--- config.mk ---
export PLATFORM = sky130hd
export DESIGN_NAME = edf_deadline_task_queue_top
export DESIGN_NICKNAME = d
export VERILOG_FILES = /design/src/rtl/edfq_pkg.sv /design/src/rtl/edfq_alu.sv /design/src/rtl/edfq_seq.sv /design/src/rtl/edf_deadline_task_queue_top.sv
export SDC_FILE = /design/constraint.sdc
export NUM_CORES = 2
export LEC_CHECK = 0
export BUFFER_PORTS_ARGS = -buffer_cell sky130_fd_sc_hd__buf_2
export CAP_MARGIN = 20
export CORE_MARGIN = 3
export CORE_UTILIZATION = 55
export CTS_CLUSTER_SIZE = 12
export DETAILED_ROUTE_END_ITERATION = 8
export PLACE_DENSITY = 0.73
export SETUP_SLACK_MARGIN = 0.02
export SYNTH_ARGS = -nofsm -noshare
export SYNTH_HDL_FRONTEND = slang
export SYNTH_SLANG_ARGS = --single-unit
--- constraint.sdc ---
create_clock -name clk -period 45 [get_ports clk]
set_input_delay 4.5 -clock clk [delete_from_list [all_inputs] [get_ports clk]]
set_output_delay 4.5 -clock clk [all_outputs]
set_load 0.02 [all_outputs]
--- src/rtl/edfq_pkg.sv ---
// Shared types, codes and defaults for the EDF deadline task queue.
package edfq_pkg;

  // Default queue depth
  localparam int unsigned MAX_ACTIVE_DEF = 16;

  // Field widths
  localparam int unsigned FUNC_W   = 2;
  localparam int unsigned ID_W     = 8;
  localparam int unsigned TICK_W   = 32;
  localparam int unsigned STATUS_W = 3;
  localparam int unsigned ACT_W    = 5;
  localparam int unsigned TOTAL_W  = 16;

  // Command codes
  localparam logic [FUNC_W-1:0] FN_RELEASE  = 2'd0;
  localparam logic [FUNC_W-1:0] FN_COMPLETE = 2'd1;
  localparam logic [FUNC_W-1:0] FN_MONITOR  = 2'd2;

  // Result status codes
  localparam logic [STATUS_W-1:0] ST_INSERTED  = 3'd0;
  localparam logic [STATUS_W-1:0] ST_COMPLETED = 3'd1;
  localparam logic [STATUS_W-1:0] ST_NOTFOUND  = 3'd2;
  localparam logic [STATUS_W-1:0] ST_FULL      = 3'd3;
  localparam logic [STATUS_W-1:0] ST_MONITOR   = 3'd4;

  // Saturation limit of the completion and overdue totals
  localparam logic [TOTAL_W-1:0] TOTAL_MAX = 16'hFFFF;

  // Operations of the shared add / compare unit
  typedef enum logic {
    ALU_ADD = 1'b0,
    ALU_LT  = 1'b1
  } edfq_alu_op_t;

  // One queue entry as stored in the table
  typedef struct packed {
    logic [ID_W-1:0]   id;
    logic [TICK_W-1:0] deadline;
    logic [TICK_W-1:0] start;
    logic              started;
  } edfq_entry_t;

  // Accepted command
  typedef struct packed {
    logic [FUNC_W-1:0] func;
    logic [ID_W-1:0]   task_id;
    logic [TICK_W-1:0] relative_deadline;
    logic [TICK_W-1:0] now;
  } edfq_cmd_t;

  // Result of one command
  typedef struct packed {
    logic [STATUS_W-1:0] status;
    logic                running_valid;
    logic [ID_W-1:0]     running_id;
    logic [TICK_W-1:0]   running_start;
    logic                overdue_valid;
    logic [ID_W-1:0]     overdue_id;
    logic [TICK_W-1:0]   finish_time;
    logic [ACT_W-1:0]    active_count;
    logic [TOTAL_W-1:0]  completed_count;
    logic [TOTAL_W-1:0]  overdue_count;
  } edfq_res_t;

endpackage

--- src/rtl/edfq_alu.sv ---
// Shared 32-bit add / unsigned less-than unit used by the queue sequencer.
module edfq_alu (
  input  edfq_pkg::edfq_alu_op_t        op,
  input  logic [edfq_pkg::TICK_W-1:0]   a,
  input  logic [edfq_pkg::TICK_W-1:0]   b,
  output logic [edfq_pkg::TICK_W-1:0]   y,
  output logic                          lt
);

  logic [edfq_pkg::TICK_W-1:0] b_op;
  logic                        cin;
  logic [edfq_pkg::TICK_W:0]   sum;

  // One adder: a + b, or a + ~b + 1 for the compare
  assign cin  = (op == edfq_pkg::ALU_LT);
  assign b_op = cin ? ~b : b;
  assign sum  = {1'b0, a} + {1'b0, b_op} + {{edfq_pkg::TICK_W{1'b0}}, cin};

  // No carry out of a - b means a < b
  assign y  = sum[edfq_pkg::TICK_W-1:0];
  assign lt = cin & ~sum[edfq_pkg::TICK_W];

endmodule

--- src/rtl/edfq_seq.sv ---
// Queue sequencer: sorted entry table, scan / shift passes and head bookkeeping.
module edfq_seq #(
  parameter int unsigned MAX_ACTIVE = edfq_pkg::MAX_ACTIVE_DEF
) (
  input  logic                clk,
  input  logic                rst_n,
  input  logic                start,
  input  edfq_pkg::edfq_cmd_t cmd,
  output logic                busy,
  output logic                res_valid,
  input  logic                res_ready,
  output edfq_pkg::edfq_res_t res
);

  localparam int unsigned AW = $clog2(MAX_ACTIVE);
  localparam int unsigned CW = $clog2(MAX_ACTIVE + 1);
  localparam logic [CW-1:0] MAX_C = CW'(MAX_ACTIVE);
  localparam logic [CW-1:0] ONE_C = CW'(1);

  typedef enum logic [9:0] {
    S_IDLE    = 10'b00_0000_0001,
    S_ADD     = 10'b00_0000_0010,
    S_INS_RD  = 10'b00_0000_0100,
    S_INS_EV  = 10'b00_0000_1000,
    S_INS_WR  = 10'b00_0001_0000,
    S_DEL_RD  = 10'b00_0010_0000,
    S_DEL_EV  = 10'b00_0100_0000,
    S_HEAD_RD = 10'b00_1000_0000,
    S_HEAD_EV = 10'b01_0000_0000,
    S_DONE    = 10'b10_0000_0000
  } edfq_state_t;

  edfq_state_t state_r, state_nxt;

  logic [CW-1:0]                    cnt_r, cnt_nxt;
  logic [edfq_pkg::TOTAL_W-1:0]     done_r, done_nxt;
  logic [edfq_pkg::TOTAL_W-1:0]     late_r, late_nxt;
  logic [CW-1:0]                    k_r, k_nxt;
  logic [edfq_pkg::FUNC_W-1:0]      func_r, func_nxt;
  logic [edfq_pkg::ID_W-1:0]        tid_r, tid_nxt;
  logic [edfq_pkg::TICK_W-1:0]      now_r, now_nxt;
  logic [edfq_pkg::TICK_W-1:0]      dl_r, dl_nxt;
  logic [edfq_pkg::STATUS_W-1:0]    status_r, status_nxt;
  logic [edfq_pkg::TICK_W-1:0]      finish_r, finish_nxt;
  logic                             ov_valid_r, ov_valid_nxt;
  logic [edfq_pkg::ID_W-1:0]        ov_id_r, ov_id_nxt;
  logic                             found_r, found_nxt;
  logic                             del_late_r, del_late_nxt;
  logic                             checked_r, checked_nxt;
  logic [edfq_pkg::ID_W-1:0]        head_id_r, head_id_nxt;
  logic [edfq_pkg::TICK_W-1:0]      head_start_r, head_start_nxt;

  // Entry table, one write and one registered read port
  edfq_pkg::edfq_entry_t mem [MAX_ACTIVE];
  edfq_pkg::edfq_entry_t rd_data_r;
  edfq_pkg::edfq_entry_t mem_wd;
  logic                  mem_we;
  logic [AW-1:0]         mem_wa;
  logic                  rd_en;
  logic [AW-1:0]         rd_addr;

  edfq_pkg::edfq_alu_op_t      alu_op;
  logic [edfq_pkg::TICK_W-1:0] alu_a;
  logic [edfq_pkg::TICK_W-1:0] alu_b;
  logic [edfq_pkg::TICK_W-1:0] alu_y;
  logic                        alu_lt;

  logic [CW-1:0]   k_inc;
  logic [CW-1:0]   k_dec;
  logic            found_now;
  logic [CW+4:0]   cnt_ext;

  edfq_alu u_alu (
    .op (alu_op),
    .a  (alu_a),
    .b  (alu_b),
    .y  (alu_y),
    .lt (alu_lt)
  );

  assign k_inc     = k_r + ONE_C;
  assign k_dec     = k_r - ONE_C;
  assign found_now = found_r | del_late_r | (rd_data_r.id == tid_r);

  // Sequencer next state and table accesses
  always_comb begin
    state_nxt      = state_r;
    cnt_nxt        = cnt_r;
    done_nxt       = done_r;
    late_nxt       = late_r;
    k_nxt          = k_r;
    func_nxt       = func_r;
    tid_nxt        = tid_r;
    now_nxt        = now_r;
    dl_nxt         = dl_r;
    status_nxt     = status_r;
    finish_nxt     = finish_r;
    ov_valid_nxt   = ov_valid_r;
    ov_id_nxt      = ov_id_r;
    found_nxt      = found_r;
    del_late_nxt   = del_late_r;
    checked_nxt    = checked_r;
    head_id_nxt    = head_id_r;
    head_start_nxt = head_start_r;
    mem_we         = 1'b0;
    mem_wa         = '0;
    mem_wd         = rd_data_r;
    rd_en          = 1'b0;
    rd_addr        = '0;
    alu_op         = edfq_pkg::ALU_LT;
    alu_a          = rd_data_r.deadline;
    alu_b          = now_r;

    unique case (state_r)
      S_IDLE: begin
        if (start) begin
          func_nxt     = cmd.func;
          tid_nxt      = cmd.task_id;
          now_nxt      = cmd.now;
          dl_nxt       = cmd.relative_deadline;
          finish_nxt   = '0;
          ov_valid_nxt = 1'b0;
          ov_id_nxt    = '0;
          found_nxt    = 1'b0;
          del_late_nxt = 1'b0;
          checked_nxt  = 1'b0;
          k_nxt        = '0;
          status_nxt   = edfq_pkg::ST_MONITOR;
          unique case (cmd.func)
            edfq_pkg::FN_RELEASE: begin
              if (cnt_r == MAX_C) begin
                status_nxt = edfq_pkg::ST_FULL;
                state_nxt  = S_HEAD_RD;
              end else begin
                state_nxt = S_ADD;
              end
            end
            edfq_pkg::FN_COMPLETE: begin
              status_nxt = edfq_pkg::ST_NOTFOUND;
              state_nxt  = (cnt_r == '0) ? S_HEAD_RD : S_DEL_RD;
            end
            edfq_pkg::FN_MONITOR: begin
              state_nxt = S_HEAD_RD;
            end
            default: begin
              // unused code: report only, no overdue check
              checked_nxt = 1'b1;
              state_nxt   = S_HEAD_RD;
            end
          endcase
        end
      end

      // Absolute deadline = now + relative deadline
      S_ADD: begin
        alu_op    = edfq_pkg::ALU_ADD;
        alu_a     = now_r;
        alu_b     = dl_r;
        dl_nxt    = alu_y;
        k_nxt     = cnt_r;
        state_nxt = S_INS_RD;
      end

      // Walk down from the tail, shifting later deadlines up one slot
      S_INS_RD: begin
        if (k_r == '0) begin
          state_nxt = S_INS_WR;
        end else begin
          rd_en     = 1'b1;
          rd_addr   = k_dec[AW-1:0];
          state_nxt = S_INS_EV;
        end
      end

      S_INS_EV: begin
        alu_a = dl_r;
        alu_b = rd_data_r.deadline;
        if (alu_lt) begin
          mem_we    = 1'b1;
          mem_wa    = k_r[AW-1:0];
          mem_wd    = rd_data_r;
          k_nxt     = k_dec;
          state_nxt = S_INS_RD;
        end else begin
          state_nxt = S_INS_WR;
        end
      end

      // Drop the new task into the gap; a new head starts now
      S_INS_WR: begin
        mem_we     = 1'b1;
        mem_wa     = k_r[AW-1:0];
        mem_wd     = '{id: tid_r, deadline: dl_r, start: now_r, started: (k_r == '0)};
        cnt_nxt    = cnt_r + ONE_C;
        status_nxt = edfq_pkg::ST_INSERTED;
        state_nxt  = S_HEAD_RD;
      end

      // Forward pass: find the entry, then pull later entries down one slot
      S_DEL_RD: begin
        rd_en     = 1'b1;
        rd_addr   = k_r[AW-1:0];
        state_nxt = S_DEL_EV;
      end

      S_DEL_EV: begin
        if (found_r) begin
          mem_we = 1'b1;
          mem_wa = k_dec[AW-1:0];
          mem_wd = rd_data_r;
        end
        found_nxt = found_now;
        if (k_inc == cnt_r) begin
          state_nxt = S_HEAD_RD;
          if (found_now) begin
            cnt_nxt = cnt_r - ONE_C;
            if (del_late_r) begin
              late_nxt = (late_r == edfq_pkg::TOTAL_MAX) ? late_r : late_r + 16'd1;
            end else begin
              done_nxt   = (done_r == edfq_pkg::TOTAL_MAX) ? done_r : done_r + 16'd1;
              finish_nxt = now_r;
              status_nxt = edfq_pkg::ST_COMPLETED;
            end
          end
        end else begin
          k_nxt     = k_inc;
          state_nxt = S_DEL_RD;
        end
      end

      S_HEAD_RD: begin
        if (cnt_r == '0) begin
          state_nxt = S_DONE;
        end else begin
          rd_en     = 1'b1;
          rd_addr   = '0;
          state_nxt = S_HEAD_EV;
        end
      end

      // Mark the head running, then drop it once if its deadline has passed
      S_HEAD_EV: begin
        head_id_nxt    = rd_data_r.id;
        head_start_nxt = rd_data_r.started ? rd_data_r.start : now_r;
        if (!rd_data_r.started) begin
          mem_we         = 1'b1;
          mem_wa         = '0;
          mem_wd         = rd_data_r;
          mem_wd.started = 1'b1;
          mem_wd.start   = now_r;
        end
        alu_a     = rd_data_r.deadline;
        alu_b     = now_r;
        state_nxt = S_DONE;
        if (!checked_r) begin
          checked_nxt = 1'b1;
          if (alu_lt) begin
            ov_valid_nxt = 1'b1;
            ov_id_nxt    = rd_data_r.id;
            del_late_nxt = 1'b1;
            found_nxt    = 1'b0;
            k_nxt        = '0;
            state_nxt    = S_DEL_RD;
          end
        end
      end

      S_DONE: begin
        if (res_ready) begin
          state_nxt = S_IDLE;
        end
      end

      default: begin
        state_nxt = S_IDLE;
      end
    endcase
  end

  // Control state
  always_ff @(posedge clk) begin
    if (!rst_n) begin
      state_r <= S_IDLE;
      cnt_r   <= '0;
      done_r  <= '0;
      late_r  <= '0;
    end else begin
      state_r <= state_nxt;
      cnt_r   <= cnt_nxt;
      done_r  <= done_nxt;
      late_r  <= late_nxt;
    end
  end

  // Working registers
  always_ff @(posedge clk) begin
    k_r          <= k_nxt;
    func_r       <= func_nxt;
    tid_r        <= tid_nxt;
    now_r        <= now_nxt;
    dl_r         <= dl_nxt;
    status_r     <= status_nxt;
    finish_r     <= finish_nxt;
    ov_valid_r   <= ov_valid_nxt;
    ov_id_r      <= ov_id_nxt;
    found_r      <= found_nxt;
    del_late_r   <= del_late_nxt;
    checked_r    <= checked_nxt;
    head_id_r    <= head_id_nxt;
    head_start_r <= head_start_nxt;
  end

  // Entry table
  always_ff @(posedge clk) begin
    if (mem_we) begin
      mem[mem_wa] <= mem_wd;
    end
    if (rd_en) begin
      rd_data_r <= mem[rd_addr];
    end
  end

  // Result
  assign cnt_ext   = {5'b0, cnt_r};
  assign busy      = (state_r != S_IDLE);
  assign res_valid = (state_r == S_DONE);

  always_comb begin
    res.status          = status_r;
    res.running_valid   = (cnt_r != '0);
    res.running_id      = (cnt_r != '0) ? head_id_r : '0;
    res.running_start   = (cnt_r != '0) ? head_start_r : '0;
    res.overdue_valid   = ov_valid_r;
    res.overdue_id      = ov_id_r;
    res.finish_time     = finish_r;
    res.active_count    = cnt_ext[4:0];
    res.completed_count = done_r;
    res.overdue_count   = late_r;
  end

  // The table never holds more than its depth
  a_cnt_bound: assert property (@(posedge clk) disable iff (!rst_n)
    cnt_r <= MAX_C)
    else $error("entry count above table depth");

  // An insert only lands in a table with room
  a_ins_room: assert property (@(posedge clk) disable iff (!rst_n)
    (state_r == S_INS_WR) |-> (cnt_r < MAX_C))
    else $error("insert into full table");

  // Removal pass stays inside the filled part of the table
  a_del_range: assert property (@(posedge clk) disable iff (!rst_n)
    (state_r == S_DEL_RD) |-> (k_r < cnt_r))
    else $error("removal pass beyond entry count");

  // The count moves by at most one per cycle
  a_cnt_step: assert property (@(posedge clk) disable iff (!rst_n)
    1'b1 |=> (cnt_r == $past(cnt_r) || cnt_r == $past(cnt_r) + ONE_C ||
              cnt_r == $past(cnt_r) - ONE_C))
    else $error("entry count jumped");

  // A taken result returns the sequencer to idle
  a_done_idle: assert property (@(posedge clk) disable iff (!rst_n)
    (state_r == S_DONE && res_ready) |=> (state_r == S_IDLE))
    else $error("sequencer did not return to idle");

endmodule

--- src/rtl/edf_deadline_task_queue_top.sv ---
// Top level of the EDF deadline task queue: input capture and result register.
//
//  channel | direction | handshake          | payload
//  in_     | input     | in_valid / in_stall   | func, task_id, relative_deadline, now
//  out_    | output    | out_valid / out_stall | status, running and overdue task, counts
//
// A release reads the entries behind its insertion point, a complete reads the
// whole table, and an overdue drop adds one more full scan. Each entry read goes
// through the single read port of the entry table and its registered read data.
// Reset (rst_n low, synchronous) empties the queue and clears both totals; table
// contents stay undefined until written, so no clearing pass runs.
// in_stall is high while a command is at work; out_stall holds the result and,
// while a finished result waits behind it, the next command too.
module edf_deadline_task_queue_top #(
  parameter int unsigned MAX_ACTIVE = edfq_pkg::MAX_ACTIVE_DEF
) (
  input  logic                                 clk,
  input  logic                                 rst_n,
  input  logic                                 in_valid,
  output logic                                 in_stall,
  input  logic [edfq_pkg::FUNC_W-1:0]          in_func,
  input  logic [edfq_pkg::ID_W-1:0]            in_task_id,
  input  logic [edfq_pkg::TICK_W-1:0]          in_relative_deadline,
  input  logic [edfq_pkg::TICK_W-1:0]          in_now,
  output logic                                 out_valid,
  input  logic                                 out_stall,
  output logic [edfq_pkg::STATUS_W-1:0]        out_status,
  output logic                                 out_running_valid,
  output logic [edfq_pkg::ID_W-1:0]            out_running_id,
  output logic [edfq_pkg::TICK_W-1:0]          out_running_start,
  output logic                                 out_overdue_valid,
  output logic [edfq_pkg::ID_W-1:0]            out_overdue_id,
  output logic [edfq_pkg::TICK_W-1:0]          out_finish_time,
  output logic [edfq_pkg::ACT_W-1:0]           out_active_count,
  output logic [edfq_pkg::TOTAL_W-1:0]         out_completed_count,
  output logic [edfq_pkg::TOTAL_W-1:0]         out_overdue_count
);

  edfq_pkg::edfq_cmd_t cmd_r, cmd_nxt;
  logic                cmd_pend_r, cmd_pend_nxt;
  edfq_pkg::edfq_res_t res_r, res_nxt;
  logic                out_valid_r, out_valid_nxt;

  edfq_pkg::edfq_res_t seq_res;
  logic                seq_busy;
  logic                seq_res_valid;
  logic                res_ready;
  logic                in_take;

  edfq_seq #(
    .MAX_ACTIVE (MAX_ACTIVE)
  ) u_seq (
    .clk       (clk),
    .rst_n     (rst_n),
    .start     (cmd_pend_r),
    .cmd       (cmd_r),
    .busy      (seq_busy),
    .res_valid (seq_res_valid),
    .res_ready (res_ready),
    .res       (seq_res)
  );

  // Hold off new beats while a command waits or runs
  assign in_stall  = cmd_pend_r | seq_busy;
  assign in_take   = in_valid & ~in_stall;
  assign res_ready = ~out_valid_r | ~out_stall;

  // Capture the command beat, release it once the sequencer takes it
  always_comb begin
    cmd_nxt      = cmd_r;
    cmd_pend_nxt = cmd_pend_r;
    if (in_take) begin
      cmd_nxt      = '{func: in_func, task_id: in_task_id,
                       relative_deadline: in_relative_deadline, now: in_now};
      cmd_pend_nxt = 1'b1;
    end else if (cmd_pend_r && !seq_busy) begin
      cmd_pend_nxt = 1'b0;
    end
  end

  // Result register: load a finished result, drop it when taken
  always_comb begin
    res_nxt       = res_r;
    out_valid_nxt = out_valid_r;
    if (seq_res_valid && res_ready) begin
      res_nxt       = seq_res;
      out_valid_nxt = 1'b1;
    end else if (out_valid_r && !out_stall) begin
      out_valid_nxt = 1'b0;
    end
  end

  always_ff @(posedge clk) begin
    if (!rst_n) begin
      cmd_pend_r  <= 1'b0;
      out_valid_r <= 1'b0;
    end else begin
      cmd_pend_r  <= cmd_pend_nxt;
      out_valid_r <= out_valid_nxt;
    end
  end

  always_ff @(posedge clk) begin
    cmd_r <= cmd_nxt;
    res_r <= res_nxt;
  end

  assign out_valid           = out_valid_r;
  assign out_status          = res_r.status;
  assign out_running_valid   = res_r.running_valid;
  assign out_running_id      = res_r.running_id;
  assign out_running_start   = res_r.running_start;
  assign out_overdue_valid   = res_r.overdue_valid;
  assign out_overdue_id      = res_r.overdue_id;
  assign out_finish_time     = res_r.finish_time;
  assign out_active_count    = res_r.active_count;
  assign out_completed_count = res_r.completed_count;
  assign out_overdue_count   = res_r.overdue_count;

endmodule
==> results.yml <==
run_status:
  result_of_the_run: "complete, no violations"
finish:
  sequential_cell_area_sq_um: 49030
  drive_gt1_share_pct: 10.89
  final.fill_count: 8905
  layout_commonest_cell: "sky130_fd_sc_hd__edfxtp_1"
  finish.net_count: 5486
  mostFrequentLayoutCells: "1600 x sky130_fd_sc_hd__edfxtp_1, 1477 x sky130_fd_sc_hd__nand2_1, 681 x sky130_fd_sc_hd__nand3_1, 201 x sky130_fd_sc_hd__buf_2, 194 x sky130_fd_sc_hd__a21oi_1"
  area_growth_pct: 11.88
  finalNonFillerCells: 7100
  area_used_by_multi_input_combinational_logic_sq_um: 16670
job:
  number_of_maximum_capacitance_constraint_violations: 0
power_and_ir_drop:
  p_leak_nw: 25.79
  vdd_ir_drop_max_mv: 0.03933
  power-per-cell-area_nw_per_um2: 45.58
sta:
  finalSetupViolCount: 0
  worst_pin_slew_ps: 1174
  layout_min_cycle_time_ps: 7670
  finClkSkew_ps: 49.89
  final.hold.worst_slack_ps: 417.0
  final_min_period_over_clock_period_pct: 17.04
  grt_setup_unrepaired: "no"
  finalSetupTns_ps: 0
  max_clock_freq_mhz: 130.4
  count_of_endpoints_failing_hold_in_the_final_timing_report: 0
  slew-limit-headroom_pct: 21.72
  drv_slew: 0
floorplanning:
  die_x_microns: 354.3
  placement_rows: 127
  floorplan.io_pins: 202
  design.die.area_sq_um: 125500
  dieHeight_microns: 354.3
  fp.coreArea_sq_um: 120100
  floorplan.initialDensity_pct: 55.54
setup_path:
  worst_setup_path_endpoint: "u_seq.mem[12][44]"
  crit_path_launch_type: "register"
  timing_worst_setup_path_type: "reg -> reg"
  crit_arrival_ps: 8080
  ff2ff_setup_slack_ps: 37330
  rr_startpoint: "u_seq.state_r[0]"
  endpoint_kind: "register"
  critical_path.startpoint: "u_seq.state_r[0]"
  timing.critical_path.required_ps: 45410
  critical_path_fanouts_max: 35
  reg2regPathDepth: 17
  crit-reg2reg-capture: "u_seq.mem[12][44]"
clocking:
  cts.sinks: 1649
  cts_setup_buffers: 0
  number_of_buffers_inserted_during_clock_tree_synthesis: 168
  cts_buffer_depth: 3
  post_cts_resize_count: 0
  htree_num_levels: 4
  tritoncts: "yes"
  hold_buffers: 0
  worst_setup_hold_path_clk_slew_ps: 60
  cell_at_the_root_of_the_clock_tree: "sky130_fd_sc_hd__clkbuf_16"
  worst_skew_pair.late_latency_ps: 800
placement:
  portBuffers: 201
  gp_congestion: 0.9402
  dpl.hpwl_mm: 105.3
  post-place-cells: 6806
global_routing:
  grt_overflow: 0
  number_of_antenna_violations_at_the_first_check_in_global_routing: 11
  first_global_vias: 41220
  grt_pass1_wl_mm: 265.7
  grt_max_degree: 199
  groute.usage.overall_pct: 28.36
route:
  drt_first_pass_iters: 6
  routed_wire_length_mm: 179.6
  drt_drc_violations_left: 0
  routed_wire_length_per_instance_microns: 25.30
  vias_per_cell: 6.065
  detailedRoute.firstIterationViolations: 5942
  postRouteAntennaNets: 0
  dr_total_vias: 43060
synthesis:
  ys_types: 75
  synth_edf_count: 1600
  synth.yosys.seq_area_share_pct: 73.48
  yosys_register_bits: 1649
  syn-num-nets: 5338
  synth_area_per_cell_sq_um: 12.78
  synth_top_flop_cell: "sky130_fd_sc_hd__edfxtp_1"
  synth-async-reset-ratio_pct: 0
  synth_top_cell_by_area: "sky130_fd_sc_hd__edfxtp_1"
  synthCells: 5220
  synthTopCellsByArea: "sky130_fd_sc_hd__edfxtp_1 72%, sky130_fd_sc_hd__nand2_1 8.3%, sky130_fd_sc_hd__nand3_1 5.1%"
  synth_area_sq_um: 66720
  ys.warnings.count: 0
  synth_top_cell_area_share_pct: 72.01
hold_path:
  hold_path_class: "reg -> reg"
==> sequential cells by signal (all words and copies together) (netlist names), 10 cells and up <==
register,count
u_seq.finish_r,32
u_seq.late_r,16
u_seq.state_r,10
u_seq.mem,1168
u_seq.dl_r,32
cmd_r,74
u_seq.now_r,32
u_seq.rd_data_r,73
u_seq.head_start_r,32
out_finish_time,32
out_running_start,32
u_seq.done_r,16
out_overdue_count,16
out_completed_count,16
==> per-stage QoR <==
step,setup WS [ps],util (%),total power [W],area [sq um]
2_1_floorplan,28380,-,0.001977,66720
3_3_place_gp,37510,57.81,0.002116,69450
3_5_place_dp,37310,57.81,0.002118,69450
4_1_cts,37340,62.06,0.003406,74550
5_1_grt,36900,62.12,0.003500,74620
6_report,37330,62.14,0.003402,74640
==> cells by family after synthesis <==
family,after synthesis,synth area share (%)
DFF,1649,73.48
adders and majority gates,40,0.7726
xor gates and xnor gates,63,0.8683
AOI/OAI and AO/OA,494,4.795
buffers and inverters,328,1.903
and+or+nand+nor,2574,16.98
muxes,72,1.200
==> layout make-up <==
class | count | area share, %
clock inverter | 47 | 0.7124
antenna | 8 | 0.02682
tap | 1612 | 2.702
timing repair buffer | 284 | 2.310
inverter | 22 | 0.1106
clock buffer | 235 | 6.122
sequential | 1649 | 65.68
multi-input combinational | 3243 | 22.34
==> how the worst min path moves through the flow <==
stage	startpoint	end	slack, ps	cells past startpoint
after global routing	u_seq.finish_r[26]	out_finish_time[26]	420	0
after floorplan	u_seq.finish_r[0]	out_finish_time[0]	400	0
final	u_seq.finish_r[26]	out_finish_time[26]	420	0
after global placement	u_seq.finish_r[25]	out_finish_time[25]	400	0
after detailed placement	u_seq.finish_r[17]	out_finish_time[17]	400	0
after CTS	u_seq.finish_r[26]	out_finish_time[26]	420	0
==> per-layer routing <==
layer / vias to the layer above / GRT usage [%] / wire length, microns
met3: 334 / 6.274 / 19690
met1: 21100 / 40.53 / 71760
met4: 4 / 10.45 / 6354
met5: - / 0 / 64
li1: 19250 / - / -
met2: 2370 / 43.17 / 81760
==> power by group <==
part	switching (W)	internal (W)	total, W
sequential	0.0000669	0.00176	0.00182
clock	0.000569	0.000733	0.00130
combinational	0.000198	0.0000788	0.000277
total	0.000834	0.00257	0.00340
==> Yosys cell counts (6+ instances only) <==
library cell and count:
sky130_fd_sc_hd__nand4_1 14, sky130_fd_sc_hd__and2_1 113, sky130_fd_sc_hd__nand2_1 1477, sky130_fd_sc_hd__a211oi_1 6
sky130_fd_sc_hd__buf_2 12, sky130_fd_sc_hd__buf_1 35, sky130_fd_sc_hd__a21boi_1 6, sky130_fd_sc_hd__a31oi_1 9
sky130_fd_sc_hd__nand2b_1 12, sky130_fd_sc_hd__nor3_1 14, sky130_fd_sc_hd__xnor2_1 31, sky130_fd_sc_hd__o211ai_1 41
sky130_fd_sc_hd__o2111ai_1 74, sky130_fd_sc_hd__nor2_1 150, sky130_fd_sc_hd__xor2_1 30, sky130_fd_sc_hd__mux2_2 64
sky130_fd_sc_hd__clkbuf_1 255, sky130_fd_sc_hd__nor2b_1 10, sky130_fd_sc_hd__nand3_1 681, sky130_fd_sc_hd__dfxtp_1 49
sky130_fd_sc_hd__nor4_1 12, sky130_fd_sc_hd__a21o_1 18, sky130_fd_sc_hd__or3_1 16, sky130_fd_sc_hd__and3_1 14
sky130_fd_sc_hd__inv_1 21, sky130_fd_sc_hd__ha_1 38, sky130_fd_sc_hd__o21ai_0 58, sky130_fd_sc_hd__a21oi_1 198
sky130_fd_sc_hd__a22oi_1 32, sky130_fd_sc_hd__nand4b_1 35, sky130_fd_sc_hd__mux2i_1 8, sky130_fd_sc_hd__edfxtp_1 1600
==> worst max-delay path, cell delays in order, from the launching register on <==
cell	delay, ps
sky130_fd_sc_hd__dfxtp_1	360
sky130_fd_sc_hd__nor4_2	650
sky130_fd_sc_hd__nand4_1	630
sky130_fd_sc_hd__nand2_1	540
sky130_fd_sc_hd__buf_4	420
sky130_fd_sc_hd__o211ai_1	130
sky130_fd_sc_hd__ha_1	390
sky130_fd_sc_hd__a21o_1	210
sky130_fd_sc_hd__a21o_1	170
sky130_fd_sc_hd__a221o_1	370
sky130_fd_sc_hd__a21o_1	180
sky130_fd_sc_hd__a21oi_1	190
sky130_fd_sc_hd__o211ai_1	400
sky130_fd_sc_hd__o211ai_1	450
sky130_fd_sc_hd__a31oi_1	370
sky130_fd_sc_hd__a21oi_4	620
sky130_fd_sc_hd__buf_4	510
sky130_fd_sc_hd__buf_4	640
Power figures use the tool's default switching activity.
